### src/design/lcpf_pkg.sv
// Package for the LED command packet framer: kind codes, job descriptor type,
// packet constants, and the byte-selection helpers used by the back end.
// No dependencies.
package lcpf_pkg;

  // Number of LEDs in one frame packet.
  localparam int unsigned LED_COUNT = 64;
  // Packet bytes carried by one report after its report-id byte.
  localparam int unsigned DATA_PER_REPORT = 64;

  // Input kind codes.
  localparam logic [1:0] KIND_HDR = 2'd0;
  localparam logic [1:0] KIND_PAY = 2'd1;
  localparam logic [1:0] KIND_LED = 2'd2;

  // Fixed packet bytes.
  localparam logic [7:0] CHAR_R      = 8'h52;
  localparam logic [7:0] CHAR_B      = 8'h42;
  localparam logic [7:0] CHAR_S      = 8'h53;
  localparam logic [7:0] CHAR_C      = 8'h43;
  localparam logic [7:0] FRAME_FLAG  = 8'd128;
  localparam logic [7:0] CMD_EXTRA   = 8'd6;
  localparam logic [15:0] FRAME_LEN  = 16'(5 * LED_COUNT + 7);
  localparam logic [7:0] LED_LAST    = 8'(LED_COUNT);

  // Work passed from the front to the back.
  typedef enum logic [2:0] {
    JOB_MIS   = 3'd0,
    JOB_CMD   = 3'd1,
    JOB_PAY   = 3'd2,
    JOB_FRAME = 3'd3,
    JOB_LED   = 3'd4
  } job_e;

  typedef struct packed {
    job_e       op;
    logic [7:0] data;   // action, payload byte or red
    logic [7:0] green;
    logic [7:0] blue;
    logic [7:0] count;  // payload count of a command header
    logic [7:0] mid;    // message id of a header
    logic [7:0] n;      // 1-based LED number
    logic       csum;   // the job closes the packet with its checksum
  } job_t;

  // Number of packet bytes a job emits, checksum included.
  function automatic logic [3:0] job_len(input job_t job);
    logic [3:0] len;
    case (job.op)
      JOB_CMD:   len = 4'd5;
      JOB_PAY:   len = 4'd1;
      JOB_FRAME: len = 4'd11;
      JOB_LED:   len = 4'd5;
      default:   len = 4'd1;
    endcase
    return len + 4'(job.csum);
  endfunction

  // LED group bytes: n, r, g, b, n.
  function automatic logic [7:0] led_byte(input job_t job, input logic [3:0] idx);
    logic [7:0] b;
    case (idx)
      4'd1:    b = job.data;
      4'd2:    b = job.green;
      4'd3:    b = job.blue;
      default: b = job.n;
    endcase
    return b;
  endfunction

  // Packet byte at position step of a job (checksum handled by the caller).
  function automatic logic [7:0] job_byte(input job_t job, input logic [3:0] step);
    logic [7:0] b;
    b = 8'd0;
    case (job.op)
      JOB_CMD: begin
        case (step)
          4'd0:    b = CHAR_R;
          4'd1:    b = CHAR_B;
          4'd2:    b = job.count + CMD_EXTRA;
          4'd3:    b = job.mid;
          default: b = job.data;
        endcase
      end
      JOB_PAY: b = job.data;
      JOB_FRAME: begin
        case (step)
          4'd0:    b = CHAR_S;
          4'd1:    b = CHAR_C;
          4'd2:    b = FRAME_LEN[15:8];
          4'd3:    b = FRAME_LEN[7:0];
          4'd4:    b = job.mid;
          4'd5:    b = FRAME_FLAG;
          default: b = led_byte(job, step - 4'd6);
        endcase
      end
      JOB_LED: b = led_byte(job, step);
      default: b = 8'd0;
    endcase
    return b;
  endfunction

endpackage

### src/design/led_command_packet_framer.sv
// LED command packet framer. Each accepted word (command header, command
// payload byte or LED colour) becomes a job in a two-entry queue; the back end
// emits one output word per cycle while it has a job and the output is not
// stalled, and the words cause these numbers of results: a command header 6
// or 7, a payload byte 1 to 3, an LED 5 to 7, a frame's first LED 12, and a
// dropped out-of-order word 1. The front accepts a new word every cycle while
// the queue has room, also while a result waits on the output.
// Depends on lcpf_pkg, lcpf_front, lcpf_queue and lcpf_back.
module led_command_packet_framer (
  input  logic       clk_i,
  input  logic       rst_ni,
  input  logic       in_valid_i,
  output logic       in_ready_o,
  input  logic [1:0] kind_i,
  input  logic [7:0] action_i,
  input  logic [7:0] payload_count_i,
  input  logic [7:0] data_byte_i,
  input  logic [7:0] red_i,
  input  logic [7:0] green_i,
  input  logic [7:0] blue_i,
  output logic       out_valid_o,
  input  logic       out_ready_i,
  output logic [7:0] out_byte_o,
  output logic       is_report_id_o,
  output logic       packet_end_o,
  output logic [5:0] pad_zeros_o,
  output logic       misordered_o,
  output logic       last_o
);
  import lcpf_pkg::*;

  logic push, pop, q_full, q_empty;
  job_t job_in, job_out;

  // Order checking and job building.
  lcpf_front u_front (
    .clk_i,
    .rst_ni,
    .in_valid_i,
    .in_ready_o,
    .kind_i,
    .action_i,
    .payload_count_i,
    .data_byte_i,
    .red_i,
    .green_i,
    .blue_i,
    .q_full_i (q_full),
    .push_o   (push),
    .job_o    (job_in)
  );

  // Decoupling queue.
  lcpf_queue u_queue (
    .clk_i,
    .rst_ni,
    .push_i  (push),
    .job_i   (job_in),
    .full_o  (q_full),
    .pop_i   (pop),
    .empty_o (q_empty),
    .job_o   (job_out)
  );

  // Byte sequencing and report framing.
  lcpf_back u_back (
    .clk_i,
    .rst_ni,
    .q_empty_i (q_empty),
    .job_i     (job_out),
    .pop_o     (pop),
    .out_valid_o,
    .out_ready_i,
    .out_byte_o,
    .is_report_id_o,
    .packet_end_o,
    .pad_zeros_o,
    .misordered_o,
    .last_o
  );

endmodule

### src/design/lcpf_front.sv
// Front end of the framer: accepts input words, checks their order against
// the packet phase and turns each into a job descriptor. Uses lcpf_pkg.
module lcpf_front (
  input  logic              clk_i,
  input  logic              rst_ni,
  input  logic              in_valid_i,
  output logic              in_ready_o,
  input  logic [1:0]        kind_i,
  input  logic [7:0]        action_i,
  input  logic [7:0]        payload_count_i,
  input  logic [7:0]        data_byte_i,
  input  logic [7:0]        red_i,
  input  logic [7:0]        green_i,
  input  logic [7:0]        blue_i,
  input  logic              q_full_i,
  output logic              push_o,
  output lcpf_pkg::job_t    job_o
);
  import lcpf_pkg::*;

  typedef enum logic [2:0] {
    PH_IDLE  = 3'b001,
    PH_CMD   = 3'b010,
    PH_FRAME = 3'b100
  } phase_e;

  phase_e     phase_q, phase_d;
  logic [7:0] mid_q, mid_d;
  logic [7:0] left_q, left_d;
  logic [7:0] led_q, led_d;
  logic [7:0] n_next;
  job_t       job;

  assign in_ready_o = !q_full_i;
  assign push_o     = in_valid_i && !q_full_i;
  assign n_next     = led_q + 8'd1;

  // Classify the word and work out the next packet phase.
  always_comb begin
    job       = '0;
    job.op    = JOB_MIS;
    job.green = green_i;
    job.blue  = blue_i;
    job.count = payload_count_i;
    job.mid   = mid_q;
    phase_d   = phase_q;
    mid_d     = mid_q;
    left_d    = left_q;
    led_d     = led_q;
    case (phase_q)
      PH_IDLE: begin
        if (kind_i == KIND_HDR) begin
          job.op   = JOB_CMD;
          job.data = action_i;
          job.csum = (payload_count_i == 8'd0);
          mid_d    = mid_q + 8'd1;
          left_d   = payload_count_i;
          phase_d  = job.csum ? PH_IDLE : PH_CMD;
        end else if (kind_i == KIND_LED) begin
          job.op   = JOB_FRAME;
          job.data = red_i;
          job.n    = 8'd1;
          job.csum = (8'd1 >= LED_LAST);
          mid_d    = mid_q + 8'd1;
          led_d    = 8'd1;
          phase_d  = job.csum ? PH_IDLE : PH_FRAME;
        end
      end
      PH_CMD: begin
        if (kind_i == KIND_PAY) begin
          job.op   = JOB_PAY;
          job.data = data_byte_i;
          job.csum = (left_q == 8'd1);
          left_d   = left_q - 8'd1;
          phase_d  = job.csum ? PH_IDLE : PH_CMD;
        end
      end
      PH_FRAME: begin
        if (kind_i == KIND_LED) begin
          job.op   = JOB_LED;
          job.data = red_i;
          job.n    = n_next;
          job.csum = (n_next >= LED_LAST);
          led_d    = n_next;
          phase_d  = job.csum ? PH_IDLE : PH_FRAME;
        end
      end
      default: phase_d = PH_IDLE;
    endcase
  end

  assign job_o = job;

  // Packet state advances only on an accepted word.
  always_ff @(posedge clk_i or negedge rst_ni) begin
    if (!rst_ni) begin
      phase_q <= PH_IDLE;
      mid_q   <= 8'd0;
      left_q  <= 8'd0;
      led_q   <= 8'd0;
    end else if (push_o) begin
      phase_q <= phase_d;
      mid_q   <= mid_d;
      left_q  <= left_d;
      led_q   <= led_d;
    end
  end

endmodule

### src/design/lcpf_queue.sv
// Two-entry job queue between the front and the back of the framer.
// Uses lcpf_pkg for the job descriptor.
module lcpf_queue (
  input  logic            clk_i,
  input  logic            rst_ni,
  input  logic            push_i,
  input  lcpf_pkg::job_t  job_i,
  output logic            full_o,
  input  logic            pop_i,
  output logic            empty_o,
  output lcpf_pkg::job_t  job_o
);
  import lcpf_pkg::*;

  job_t       mem_q [2];
  logic       wr_ptr_q, rd_ptr_q;
  logic [1:0] cnt_q;

  assign full_o  = (cnt_q == 2'd2);
  assign empty_o = (cnt_q == 2'd0);
  assign job_o   = mem_q[rd_ptr_q];

  // Storage needs no reset.
  always_ff @(posedge clk_i) begin
    if (push_i) begin
      mem_q[wr_ptr_q] <= job_i;
    end
  end

  // Pointers and fill count.
  always_ff @(posedge clk_i or negedge rst_ni) begin
    if (!rst_ni) begin
      wr_ptr_q <= 1'b0;
      rd_ptr_q <= 1'b0;
      cnt_q    <= 2'd0;
    end else begin
      if (push_i) begin
        wr_ptr_q <= !wr_ptr_q;
      end
      if (pop_i) begin
        rd_ptr_q <= !rd_ptr_q;
      end
      cnt_q <= cnt_q + 2'(push_i) - 2'(pop_i);
    end
  end

  // The queue is never written full or read empty.
  a_no_overflow: assert property (@(posedge clk_i) disable iff (!rst_ni)
    !(push_i && full_o))
    else $error("job queue written while full");
  a_no_underflow: assert property (@(posedge clk_i) disable iff (!rst_ni)
    !(pop_i && empty_o))
    else $error("job queue read while empty");
  // The fill count never exceeds the two entries.
  a_cnt_range: assert property (@(posedge clk_i) disable iff (!rst_ni)
    cnt_q <= 2'd2)
    else $error("job queue fill count out of range");

endmodule

### src/design/lcpf_back.sv
// Back end of the framer: expands jobs into packet bytes, inserts report-id
// bytes, keeps the checksum and report fill, and drives the output register.
// Uses lcpf_pkg.
module lcpf_back (
  input  logic            clk_i,
  input  logic            rst_ni,
  input  logic            q_empty_i,
  input  lcpf_pkg::job_t  job_i,
  output logic            pop_o,
  output logic            out_valid_o,
  input  logic            out_ready_i,
  output logic [7:0]      out_byte_o,
  output logic            is_report_id_o,
  output logic            packet_end_o,
  output logic [5:0]      pad_zeros_o,
  output logic            misordered_o,
  output logic            last_o
);
  import lcpf_pkg::*;

  logic [3:0] step_q, step_d;
  logic       rid_done_q, rid_done_d;
  logic [7:0] sum_q, sum_d;
  logic [5:0] fill_q, fill_d;
  logic       out_valid_q;
  logic [7:0] byte_q, byte_d;
  logic       rid_q, rid_d;
  logic       end_q, end_d;
  logic [5:0] pad_q, pad_d;
  logic       mis_q, mis_d;
  logic       last_q, last_d;

  logic       emit;
  logic [3:0] len;
  logic       last_step;
  logic       is_csum;
  logic [5:0] fill_inc;
  logic [7:0] pkt_byte;

  assign emit      = !q_empty_i && (!out_valid_q || out_ready_i);
  assign len       = job_len(job_i);
  assign last_step = (step_q == len - 4'd1);
  assign is_csum   = job_i.csum && last_step;
  assign fill_inc  = fill_q + 6'd1;
  assign pkt_byte  = job_byte(job_i, step_q);

  // One result per cycle while a job waits and the output is not stalled: a dropped word, a report id or a packet byte.
  always_comb begin
    step_d     = step_q;
    rid_done_d = rid_done_q;
    sum_d      = sum_q;
    fill_d     = fill_q;
    byte_d     = 8'd0;
    rid_d      = 1'b0;
    end_d      = 1'b0;
    pad_d      = 6'd0;
    mis_d      = 1'b0;
    last_d     = 1'b0;
    pop_o      = 1'b0;
    if (job_i.op == JOB_MIS) begin
      mis_d  = 1'b1;
      last_d = 1'b1;
      pop_o  = emit;
    end else if (fill_q == 6'd0 && !rid_done_q) begin
      rid_d      = 1'b1;
      rid_done_d = 1'b1;
    end else begin
      rid_done_d = 1'b0;
      last_d     = last_step;
      pop_o      = emit && last_step;
      step_d     = last_step ? 4'd0 : step_q + 4'd1;
      if (is_csum) begin
        byte_d = sum_q;
        end_d  = 1'b1;
        pad_d  = 6'd0 - fill_inc;
        sum_d  = 8'd0;
        fill_d = 6'd0;
      end else begin
        byte_d = pkt_byte;
        sum_d  = sum_q + pkt_byte;
        fill_d = fill_inc;
      end
    end
  end

  // Sequencer state.
  always_ff @(posedge clk_i or negedge rst_ni) begin
    if (!rst_ni) begin
      step_q      <= 4'd0;
      rid_done_q  <= 1'b0;
      sum_q       <= 8'd0;
      fill_q      <= 6'd0;
      out_valid_q <= 1'b0;
    end else begin
      if (emit) begin
        step_q     <= step_d;
        rid_done_q <= rid_done_d;
        sum_q      <= sum_d;
        fill_q     <= fill_d;
      end
      if (emit) begin
        out_valid_q <= 1'b1;
      end else if (out_ready_i) begin
        out_valid_q <= 1'b0;
      end
    end
  end

  // Output word register.
  always_ff @(posedge clk_i) begin
    if (emit) begin
      byte_q <= byte_d;
      rid_q  <= rid_d;
      end_q  <= end_d;
      pad_q  <= pad_d;
      mis_q  <= mis_d;
      last_q <= last_d;
    end
  end

  assign out_valid_o    = out_valid_q;
  assign out_byte_o     = byte_q;
  assign is_report_id_o = rid_q;
  assign packet_end_o   = end_q;
  assign pad_zeros_o    = pad_q;
  assign misordered_o   = mis_q;
  assign last_o         = last_q;

  // A checksum always closes the word's results, a report id never does.
  a_end_is_last: assert property (@(posedge clk_i) disable iff (!rst_ni)
    out_valid_q && end_q |-> last_q)
    else $error("checksum word not marked last");
  a_rid_not_last: assert property (@(posedge clk_i) disable iff (!rst_ni)
    out_valid_q && rid_q |-> !last_q && !end_q)
    else $error("report id word marked last or end");
  // After a checksum the next packet starts a fresh report.
  a_fresh_report: assert property (@(posedge clk_i) disable iff (!rst_ni)
    emit && is_csum && job_i.op != JOB_MIS && !(fill_q == 6'd0 && !rid_done_q)
    |=> fill_q == 6'd0 && sum_q == 8'd0)
    else $error("report fill not cleared after checksum");

endmodule
### config.mk
export PLATFORM = sky130hd
export DESIGN_NAME = led_command_packet_framer
export DESIGN_NICKNAME = d
export VERILOG_FILES = /design/src/design/lcpf_pkg.sv /design/src/design/led_command_packet_framer.sv /design/src/design/lcpf_front.sv /design/src/design/lcpf_queue.sv /design/src/design/lcpf_back.sv
export SDC_FILE = /design/constraint.sdc
export NUM_CORES = 1
export LEC_CHECK = 0
export BUFFER_PORTS_ARGS = -buffer_cell sky130_fd_sc_hd__buf_4
export CAP_MARGIN = 20
export CORE_MARGIN = 1
export CORE_UTILIZATION = 52
export DETAILED_ROUTE_END_ITERATION = 7
export HOLD_SLACK_MARGIN = 0.03
export PLACE_DENSITY = 0.73
export RECOVER_POWER = 25
export SYNTH_ARGS = -nofsm -noshare
export SYNTH_HDL_FRONTEND = slang
export SYNTH_HIERARCHICAL = 1
export SYNTH_SLANG_ARGS = --single-unit
### constraint.sdc
create_clock -name clk_i -period 3.7 [get_ports clk_i]
set_input_delay 0.74 -clock clk_i [delete_from_list [all_inputs] [get_ports clk_i]]
set_output_delay 0.74 -clock clk_i [all_outputs]
set_load 0.005 [all_outputs]
==> impl_metrics.env, run 1 <==
export IMPL_status="complete, but fails checks"
export IMPL_failed_checks="design-rule violations"
export IMPL_cts_root_buf="clkbuf_16"
export IMPL_drive_above_1_share_pct=25.95
export IMPL_seq_area_um2=4945
export IMPL_worst_pin_slew_ns=0.7897
export IMPL_grt_util_met3_pct=3.556
export IMPL_worstSkewPairLatency_ns=0.44
export IMPL_antenna_found_initial=0
export IMPL_synth_edf_count=122
export IMPL_synthesis_area_um2=9484
export IMPL_setup_viol=0
export IMPL_final_setup_tns_ns=0
export IMPL_clock_sinks=173
export IMPL_slew_headroom_pct=47.16
export IMPL_row_count=49
export IMPL_num_io_pins=74
export IMPL_grt_use_total_pct=23.87
export IMPL_setup_slack_ns=0.1279
export IMPL_clk_path_buf_depth=2
export IMPL_grt_busiest_layer="met2"
export IMPL_ys_seq_area_share_pct=52.10
export IMPL_synth_seq_cells=173
export IMPL_p_leak_nw=4.281
export IMPL_skew_ns=0.01027
export IMPL_die_x_um=137.1
export IMPL_async_flop_share_pct=29.48
export IMPL_ir_drop_mv=0.4556
export IMPL_finalHoldViolations=0
export IMPL_first_global_vias=6422
export IMPL_synthFlopType="edfxtp_1"
export IMPL_synthCells=793
export IMPL_cts_tree="done"
export IMPL_area_growth_pct=13.69
export IMPL_grt_max_degree=52
export IMPL_nets=935
export IMPL_worstSetupEndpointType="flop"
export IMPL_drt_iter0_drc=611
export IMPL_cp_arrival_ns=3.89
export IMPL_multi_input_area_um2=4011
export IMPL_grt_pass1_wl_mm=33.74
export IMPL_use_met1_pct=31.53
export IMPL_postRouteAntennaNets=0
export IMPL_place_inst=1062
export IMPL_p_per_area_nw_per_um2=857.3
export IMPL_io_buffers=73
export IMPL_yosys_cell_types_count=88
export IMPL_yosys_warnings=6
export IMPL_hpwl_mm=15.19
export IMPL_dieArea_um2=18780
export IMPL_instances_no_fill=1100
export IMPL_min_period_ns=3.572
export IMPL_power_mw=9.244
export IMPL_maxCapViolCount=0
export IMPL_cts_buffers=17
export IMPL_synth_fp_nets=870
export IMPL_core_area_um2=17900
export IMPL_avgSynthCellArea_um2=11.96
export IMPL_wl_per_cell_um=19.68
export IMPL_criticalPathCategory="reg -> reg"
export IMPL_min_delay_path_class="in -> async"
export IMPL_drtPass1Iterations=8
export IMPL_via_per_inst=6.118
export IMPL_rsz0062_at_grt="true"
export IMPL_place_congestion=0.9703
export IMPL_cts_htree_levels=4
export IMPL_finalCritPeriodShare_pct=96.54
export IMPL_num_vias=6730
export IMPL_wirelength_mm=21.65
export IMPL_n_fill_cell=1435
export IMPL_drc=1
export IMPL_grt_overflow=0
export IMPL_die_h_um=137.1
export IMPL_antenna_cells=0
export IMPL_clk_pin_slew_ns=0.07
export IMPL_met2_usage_pct=38.83
export IMPL_crit_fanout=9
export IMPL_post_place_ws_ns=0.03616
export IMPL_final_max_slew_viol_count=0
export IMPL_max_freq_mhz=279.9
export IMPL_worstPathRequired_ns=4.02
export IMPL_initial_core_util_pct=52.98
export IMPL_cp_start_kind="flop"
## cell families (layout without fill, tap and decap cells)
kind of cell / Yosys count / after routing / share of synthesized area [%]
compound gates: 199 / 199 / 15.21
xor+xnor: 34 / 34 / 3.377
fa+ha+maj: 23 / 23 / 3.113
buf+inv: 101 / 179 / 6.346
flops: 173 / 173 / 52.10
mux: 54 / 54 / 8.338
simple gates: 209 / 209 / 11.52
## metrics by stage
stage	hold slack, ns	area [um^2]	util, %
after floorplan	0.4444	9487	-
after global placement	0.4731	10140	56.66
after detailed placement	0.4923	10140	56.66
after CTS	0.3783	10700	59.78
after global routing	0.4010	10780	60.23
final	0.3437	10780	60.23
## cell usage in the layout, fill, tap and decap left out, drive strengths merged, types with 6 or more instances in the layout
master	instances
or3	8
dfrtp	50
xor2	11
o31ai	6
nor4	8
clkinv	7
clkbuf	46
a222oi	22
buf	85
nand2	52
o21ai	53
edfxtp	122
and2	6
ha	22
or3b	6
a22o	13
mux2	53
a21oi	29
a22oi	7
nand2b	9
xnor2	22
or2	6
nor3	17
nand3	20
nor2	49
inv	40
## cells in the mapped netlist, types with 5 or more instances
cell | count | area, um^2
inv_1 | 34 | 127.6
buf_2 | 8 | 40.04
edfxtp_1 | 122 | 3664
a22o_1 | 13 | 113.9
nand2_1 | 52 | 195.2
nand3b_1 | 5 | 37.54
nand3_1 | 19 | 95.09
and2_1 | 5 | 31.28
o21ai_1 | 10 | 50.05
xnor2_1 | 22 | 192.7
or3_1 | 7 | 43.79
o31ai_1 | 6 | 45.04
clkbuf_1 | 20 | 75.07
xor2_1 | 10 | 87.58
dfrtp_1 | 50 | 1251
o21ai_0 | 41 | 205.2
a211oi_1 | 5 | 37.54
buf_4 | 29 | 217.7
o21bai_1 | 5 | 37.54
mux2_4 | 49 | 735.7
nor2_1 | 47 | 176.4
a22oi_1 | 7 | 52.55
buf_12 | 5 | 100.1
a221oi_1 | 5 | 43.79
nand2b_1 | 9 | 56.30
nor4_1 | 8 | 50.05
nor3_1 | 16 | 80.08
a222oi_1 | 22 | 220.2
ha_1 | 22 | 275.3
a21oi_1 | 28 | 140.1
## worst max-delay path, stage by stage (launching register included)
cell and delay (ns):
dfrtp_2 0.41, buf_6 0.19, mux2_4 0.33, o2111ai_1 0.24, xnor2_1 0.14, a221oi_1 0.34, nor3_1 0.10, a221oi_1 0.26
o31ai_1 0.21, ha_1 0.25, or3_1 0.31, o211ai_1 0.14, nor4_2 0.08, o21ai_0 0.22, a21bo_1 0.23
## cell type report
class	count	share of cell area [%]
Sequential cell	173	45.86
Multi-Input combinational cell	519	37.20
Timing Repair Buffer	111	7.856
Clock buffer	20	4.143
Tap cell	229	2.657
Inverter	36	1.253
Clock inverter	12	1.033
## sequential cells by signal, summed over array words and instances (netlist names), 6 cells and up
name                cells
u_back/fill_q           6
u_back/out_byte_o       8
u_back/pad_zeros_o      6
u_back/sum_q            8
u_front/led_q           8
u_front/left_q          8
u_front/mid_q           8
u_queue/mem_q         104
## report_power, final
part | total, mW | internal (mW) | switching (mW) | leakage [nW]
clock network | 1.71 | 0.951 | 0.761 | 0.279
logic | 4.37 | 1.98 | 2.40 | 2.19
registers | 3.16 | 2.79 | 0.369 | 1.81
total | 9.24 | 5.72 | 3.53 | 4.28
## metal layers
metal,routed length (um),share of wire (%)
met1,9254,43
met2,10660,49
met3,1221,5.6
met4,514,2.4
met5,0,0
## worst paths after layout
kind                                        start                 to  slack (ns)  cells past startpoint
worst max-delay path             u_queue/rd_ptr_q    u_back/sum_q[7]        0.13                     14
worst min-delay path                       rst_ni  u_front/left_q[2]        0.34                      1
worst max register to register   u_queue/rd_ptr_q    u_back/sum_q[7]        0.13                     14
worst min register to register  u_back/rid_done_q  u_back/rid_done_q        0.50                      2
max in group asynchronous                  rst_ni   u_back/step_q[0]        2.85                      1
min in group clk_i              u_back/rid_done_q  u_back/rid_done_q        0.50                      2
## what timing repair did
action,4_1_cts,5_1_grt
hold buffers,0,0
resized for setup,0,15
setup buffers,0,4
endpoints found under the setup margin,0,2
(Power assumes the default switching activity.)
==> run 2: changes to the inputs <==
RECOVER_POWER = 100   (was 25)
==> run 2 against run 1 <==
  * The run ends with design-rule violations, max-capacitance violations, max-slew violations left
  * Sequential share of layout area up 0.22 points
  * Clock skew up 0.0018 ns
  * Setup slack better by 0.014 ns
  * Clock-buffer cell count unchanged
  * Global-route usage unchanged
  * Critical endpoint unchanged
  * Utilization down 0.29 points
  * Routed wire length about the same
  * Fmax up 0.41%
  * Sequential power about the same
  * Largest cell class unchanged
  * Cell count unchanged
  * Via count down 1.5%
==> impl_metrics.env, run 2 (same netlist as run 1, synthesis figures left out) <==
export IMPL_critPathMaxStageDelay_ns=0.43
export IMPL_worstSetupEndpointType="flop"
export IMPL_crit_fanout=8
export IMPL_regMostFlops="u_queue/mem_q"
export IMPL_p_per_area_nw_per_um2=855.9
export IMPL_clk_path_buf_depth=2
export IMPL_grt_pass1_wl_mm=33.74
export IMPL_wl_per_cell_um=19.67
export IMPL_ir_drop_mv=0.4595
export IMPL_final_cell_mix="edfxtp_1, buf_4, nand2_1"
export IMPL_drive_above_1_share_pct=24.45
export IMPL_cp_start_kind="flop"
export IMPL_clock_sinks=173
export IMPL_wirelength_mm=21.64
export IMPL_worstSkewPairLatency_ns=0.44
export IMPL_maxCapViolCount=1
export IMPL_drc=5
export IMPL_finalCritPeriodShare_pct=96.15
export IMPL_via_per_inst=6.025
export IMPL_utilization_pct=59.94
export IMPL_antenna_found_initial=0
export IMPL_cts_buffers=17
export IMPL_skew_ns=0.01206
export IMPL_finalHoldViolations=0
export IMPL_dieArea_um2=18780
export IMPL_postRouteAntennaNets=0
export IMPL_r2r_slack_ns=0.14
export IMPL_worstPathRequired_ns=4.03
export IMPL_instances_no_fill=1100
export IMPL_r2r_cells=15
export IMPL_wl_met3_mm=1.044
export IMPL_n_fill_cell=1440
export IMPL_worst_pin_slew_ns=1.553
export IMPL_grt_max_degree=52
export IMPL_slew_headroom_pct=-3.588
export IMPL_die_h_um=137.1
export IMPL_drtPass1Iterations=8
export IMPL_failed_checks="design-rule violations, max-capacitance violations, max-slew violations"
export IMPL_num_vias=6628
export IMPL_setup_slack_ns=0.1424
export IMPL_critPathSlowestCell="dfrtp_2"
export IMPL_grt_use_total_pct=23.87
export IMPL_die_x_um=137.1
export IMPL_min_delay_path_class="in -> async"
export IMPL_place_congestion=0.9703
export IMPL_finalHoldWorstSlack_ns=0.3398
export IMPL_clk_pin_slew_ns=0.07
export IMPL_setup_viol=0
export IMPL_cp_arrival_ns=3.88
export IMPL_post_place_ws_ns=0.03616
export IMPL_io_buffers=73
export IMPL_place_inst=1062
export IMPL_wl_met1_mm=9.450
export IMPL_final_max_slew_viol_count=21
export IMPL_largest_register_ffs=104
export IMPL_row_count=49
export IMPL_cts_root_buf="clkbuf_16"
export IMPL_r2r_end="u_back/sum_q[7]"
export IMPL_initial_core_util_pct=52.98
export IMPL_met2_length_mm=10.60
export IMPL_cts_htree_levels=4
export IMPL_grt_overflow=0
export IMPL_mostFrequentLayoutCell="edfxtp_1"
export IMPL_min_period_ns=3.558
export IMPL_power_mw=9.184
export IMPL_max_freq_mhz=281.1
export IMPL_rsz0062_at_grt="true"
export IMPL_cts_tree="done"
export IMPL_hpwl_mm=15.19
export IMPL_highest_layer="met4"
export IMPL_num_io_pins=74
export IMPL_area_growth_pct=13.14
export IMPL_core_area_um2=17900
export IMPL_antenna_cells=0
export IMPL_criticalPathCategory="reg -> reg"
export IMPL_drt_iter0_drc=618
export IMPL_cp_cell_sequence="inv_1 > ha_1 > or2_1 > or4_1 > a21oi_2 > a21boi_2 > o311ai_2 > ha_1 > a21o_1 > a211oi_2 > o21ai_0 > o211ai_1 > nor4_2 > o21ai_0 > a21bo_1"
export IMPL_status="complete, but fails checks"
export IMPL_first_global_vias=6422
export IMPL_regToRegStartpoint="u_back/step_q[0]"
export IMPL_p_leak_nw=4.255
export IMPL_nets=935
==> run 2: changes by cell type in the layout (fill, tap and decap cells not counted), sizes merged <==
cell | previous run | this run
buf | 85 | 62
clkbuf | 46 | 69
==> run 2: timing repair <==
| action | in CTS | in global routing |
|---|---|---|
| endpoints found under the setup margin | 0 | 2 |
| setup buffers | 0 | 4 |
| hold buffers | 0 | 0 |
| endpoints found under the hold margin | 0 | 0 |
| resized for setup | 0 | 15 |
==> run 2: worst max-delay path by stage <==
stage | from | endpoint | depth (start not counted)
floorplan | u_back/step_q[0] | u_back/sum_q[7] | 15
global placement | u_back/step_q[0] | u_back/sum_q[6] | 15
detailed placement | u_back/step_q[0] | u_back/sum_q[7] | 15
CTS | u_back/step_q[0] | u_back/sum_q[7] | 15
global route | u_back/step_q[0] | u_back/sum_q[7] | 15
finish | u_back/step_q[0] | u_back/sum_q[7] | 15
==> run 2: power by group <==
group | total (mW) | switching, mW | internal (mW) | leakage, nW
Clock | 1.72 | 0.767 | 0.950 | 0.279
Sequential | 3.15 | 0.361 | 2.79 | 1.81
Combinational | 4.31 | 2.38 | 1.94 | 2.17
Total | 9.18 | 3.51 | 5.68 | 4.26
==> run 2: cell type report <==
cell class	instances	area [um^2]	share of cell area, %
timing repair buffer	111	823.3	7.673
inverter	36	135.1	1.259
sequential	173	4945	46.08
tap	229	286.5	2.670
multi-input combinational	519	3983	37.12
clock inverter	12	111.4	1.038
clock buffer	20	446.7	4.163
==> run 2: critical path, delay by kind of cell, from the launching register on <==
family	cells	cell delay, ns
buf+inv	1	0.08
compound gates	9	1.61
flops	1	0.43
simple gates	3	0.80
fa+ha+maj	2	0.52
==> run 2: routing by layer <==
layer | up-vias | track usage, %
li1 | 3125 | -
met1 | 3250 | 31.53
met2 | 209 | 38.83
met3 | 44 | 3.556
met4 | 0 | 10.74
met5 | - | 0
==> run 2: per-stage QoR <==
step                      cell area [um^2]  setup TNS [ns]
final                                10730               0
after global placement               10140               0
after detailed placement             10140               0
after floorplan                       9487               0
after global routing                 10730         -0.1341
after CTS                            10700               0
==> run 3: changes to the inputs <==
ABC_AREA = 1   (was unset)
BUFFER_PORTS_ARGS = unset   (was -buffer_cell sky130_fd_sc_hd__buf_4)
DONT_BUFFER_PORTS = 1   (was unset)
PLACE_DENSITY = 0.7   (was 0.73)
==> run 3 against run 2 <==
  * The flow finishes with violations (max-capacitance violations, max-slew violations)
  * Die area fell by 1.0%
  * Fmax grew 7.2%
  * Synthesized area down 1.1%
  * Critical path depth up 4
  * Sequential cell count unchanged
  * Sequential share of layout area up 3.5 points
  * Cell count grew 17%
  * Total power fell by 2.8%
  * Utilization shrank 2.9 points
  * Non-clock buffer count decreased by 94
  * Setup slack improved by 0.24 ns
  * Routed wire length decreased by 5.7%
  * Critical path type unchanged
  * Largest cell class unchanged
  * Highest routed layer unchanged
==> impl_metrics.env, run 3 <==
export IMPL_status="complete, but fails checks"
export IMPL_failed_checks="max-capacitance violations, max-slew violations"
export IMPL_wirelength_mm=20.41
export IMPL_postPlaceCellArea_um2=9474
export IMPL_grt_use_total_pct=23.53
export IMPL_switching_power_mw=3.948
export IMPL_postRouteAntennaNets=0
export IMPL_crit_fanout=8
export IMPL_rsz0062_at_grt="false"
export IMPL_largest_register_ffs=104
export IMPL_final_setup_tns_ns=0
export IMPL_drtPass1Iterations=6
export IMPL_critPathMaxStageDelay_ns=0.47
export IMPL_async_flop_share_pct=29.48
export IMPL_synthCells=1058
export IMPL_area_growth_pct=6.160
export IMPL_ys_top_cells_by_area="edfxtp_1, dfrtp_1, nand2_1"
export IMPL_synth_fp_nets=1135
export IMPL_cts_tree="done"
export IMPL_grt_overflow=0
export IMPL_max_freq_mhz=301.3
export IMPL_io_buffers=0
export IMPL_place_congestion=0.9900
export IMPL_finish_instance_area_um2=9962
export IMPL_path_common_cell="nand2_1"
export IMPL_clk_path_buf_depth=2
export IMPL_skew_ns=0.01692
export IMPL_final_max_slew_viol_count=51
export IMPL_drt_iter0_drc=569
export IMPL_initial_core_util_pct=53.69
export IMPL_synth_most_common_cell="nand2_1"
export IMPL_cp_start_kind="flop"
export IMPL_yosysTopAreaCell="edfxtp_1"
export IMPL_yosys_cell_types_count=49
export IMPL_cts_root_buf="clkbuf_16"
export IMPL_maxCapViolCount=1
export IMPL_min_period_ns=3.319
export IMPL_regMostFlops="u_queue/mem_q"
export IMPL_ys_seq_area_share_pct=52.65
export IMPL_antenna_found_initial=0
export IMPL_grt_pass1_wl_mm=32.95
export IMPL_min_delay_path_class="in -> async"
export IMPL_wl_per_cell_um=15.83
export IMPL_synth_seq_cells=173
export IMPL_clock_sinks=173
export IMPL_p_comb_share_pct=44.6
export IMPL_cts_buffers=17
export IMPL_worstSkewPairLatency_ns=0.44
export IMPL_regToRegStartpoint="u_back/step_q[2]"
export IMPL_drc=0
export IMPL_finalHoldViolations=0
export IMPL_die_h_um=136.3
export IMPL_via_per_inst=5.389
export IMPL_final_cell_mix="nand2_1, inv_1, edfxtp_1"
export IMPL_die_x_um=136.3
export IMPL_r2r_end="u_back/sum_q[6]"
export IMPL_antenna_cells=0
export IMPL_slew_headroom_pct=-69.88
export IMPL_worstSetupEndpointType="flop"
export IMPL_criticalPathCategory="reg -> reg"
export IMPL_r2r_cells=19
export IMPL_cts_htree_levels=4
export IMPL_num_io_pins=74
export IMPL_cts_setup_buffers=0
export IMPL_core_area_um2=17480
export IMPL_grt_max_degree=53
export IMPL_critPathSlowestCell="dfrtp_1"
export IMPL_crit_family="simple AND/OR/NAND/NOR gates"
export IMPL_nets=1128
export IMPL_worst_pin_slew_ns=2.548
export IMPL_clkPwrFrac_pct=19.3
export IMPL_synthFlopType="edfxtp_1"
export IMPL_cp_arrival_ns=3.68
export IMPL_critical_path_buf_inv_count=1
export IMPL_dieArea_um2=18590
export IMPL_synth_edf_count=122
export IMPL_finalHoldWorstSlack_ns=0.1385
export IMPL_r2r_slack_ns=0.38
export IMPL_worstPathRequired_ns=4.06
export IMPL_clk_pin_slew_ns=0.07
export IMPL_seqPwrFrac_pct=36.1
export IMPL_cp_cell_sequence="ha_1 > nor2_4 > nand3_2 > nand2_1 > inv_2 > nand2_1 > nand3_1 > nand3_1 > nand2_1 > ha_1 > fa_1 > nand3_1 > nand3_1 > nand2_1 > nand2_1 > a21o_1 > a21oi_1 > o21ai_1 > o21ai_1"
export IMPL_power_internal_mw=4.983
export IMPL_synth_top_area_share_pct=39.04
export IMPL_ir_drop_mv=0.5258
export IMPL_avgSynthCellArea_um2=8.870
export IMPL_p_leak_nw=4.365
export IMPL_first_global_vias=6421
export IMPL_drive_above_1_share_pct=6.767
export IMPL_p_per_area_nw_per_um2=896.5
export IMPL_synthesis_area_um2=9384
export IMPL_setup_viol=0
export IMPL_mostFrequentLayoutCell="nand2_1"
export IMPL_row_count=48
export IMPL_hpwl_mm=15.07
export IMPL_finalCritPeriodShare_pct=89.70
export IMPL_yosys_warnings=6
export IMPL_netSwitchingFraction_pct=44.20
export IMPL_num_vias=6946
export IMPL_synthTopCellsByCount="nand2_1, inv_1, edfxtp_1"
==> run 3: changes by cell type after synthesis, sizes merged, moves of 17 or more <==
cell    delta
nand3     +43
o21ai     +56
xnor2     -17
nand2    +217
inv      +132
mux2      -53
a222oi    -22
nor2      +30
==> run 3: kinds of logic after synthesis <==
kind of cell / Yosys count / synth area share, %
xor+xnor: 24 / 2.240
fa+ha+maj: 23 / 3.147
simple gates: 440 / 20.43
flops: 173 / 52.65
compound gates: 185 / 11.21
buf+inv: 212 / 10.21
mux: 1 / 0.1067
==> run 3: layout make-up <==
type,count,area (um^2)
inverters,169,634.4
multi-input cells,673,3418
clock buffers,17,425.4
clock inverters,15,142.6
well taps,225,281.5
flip-flops and latches,173,4942
fillers,1530,7515
repair buffers,17,117.6
==> run 3: routing by layer <==
layer,GRT usage [%],vias up,share of wire (%)
met5,0,-,0
met4,7.716,0,1.9
met3,5.481,28,6.6
met2,38.49,264,47
met1,30.71,3191,44
li1,-,3463,-
==> run 3: how the worst max path moves through the flow <==
stage                      from         endpoint  slack (ns)  cells past startpoint
3_3_place_gp   u_back/step_q[0]  u_back/sum_q[7]        0.37                     20
2_1_floorplan  u_queue/rd_ptr_q  u_back/sum_q[6]        0.57                     19
5_1_grt        u_back/step_q[1]  u_back/sum_q[7]        0.03                     20
4_1_cts        u_back/step_q[0]  u_back/sum_q[7]        0.28                     20
6_report       u_back/step_q[2]  u_back/sum_q[6]        0.38                     19
3_5_place_dp   u_back/step_q[0]  u_back/sum_q[7]        0.29                     20
==> run 3: per-stage QoR <==
stage / total power, mW / setup slack, ns / util [%] / instances
after detailed placement: 7.270 / 0.2925 / 54.21 / 1256
after global routing: 9.636 / 0.03205 / 57.00 / 1289
after floorplan: 6.218 / 0.5671 / - / 1058
final: 8.931 / 0.3812 / 57.00 / 1289
after CTS: 9.021 / 0.2786 / 57.62 / 1289
after global placement: 7.215 / 0.3727 / 54.21 / 1256
==> run 3: repair_timing <==
| action | in CTS | in global routing |
|---|---|---|
| gates resized for setup | 0 | 3 |
| setup endpoints to repair | 0 | 3 |
| hold buffers | 1 | 0 |
| endpoints found under the hold margin | 50 | 0 |
==> run 3: power groups by stage <==
stage | Clock [mW] | Combinational [mW] | Sequential, mW
final | 1.72 | 3.98 | 3.23
after global routing | 1.83 | 4.49 | 3.32
after CTS | 1.76 | 4.04 | 3.23
after detailed placement | 0 | 4.00 | 3.27
after global placement | 0 | 3.97 | 3.24
after floorplan | 0 | 3.05 | 3.17
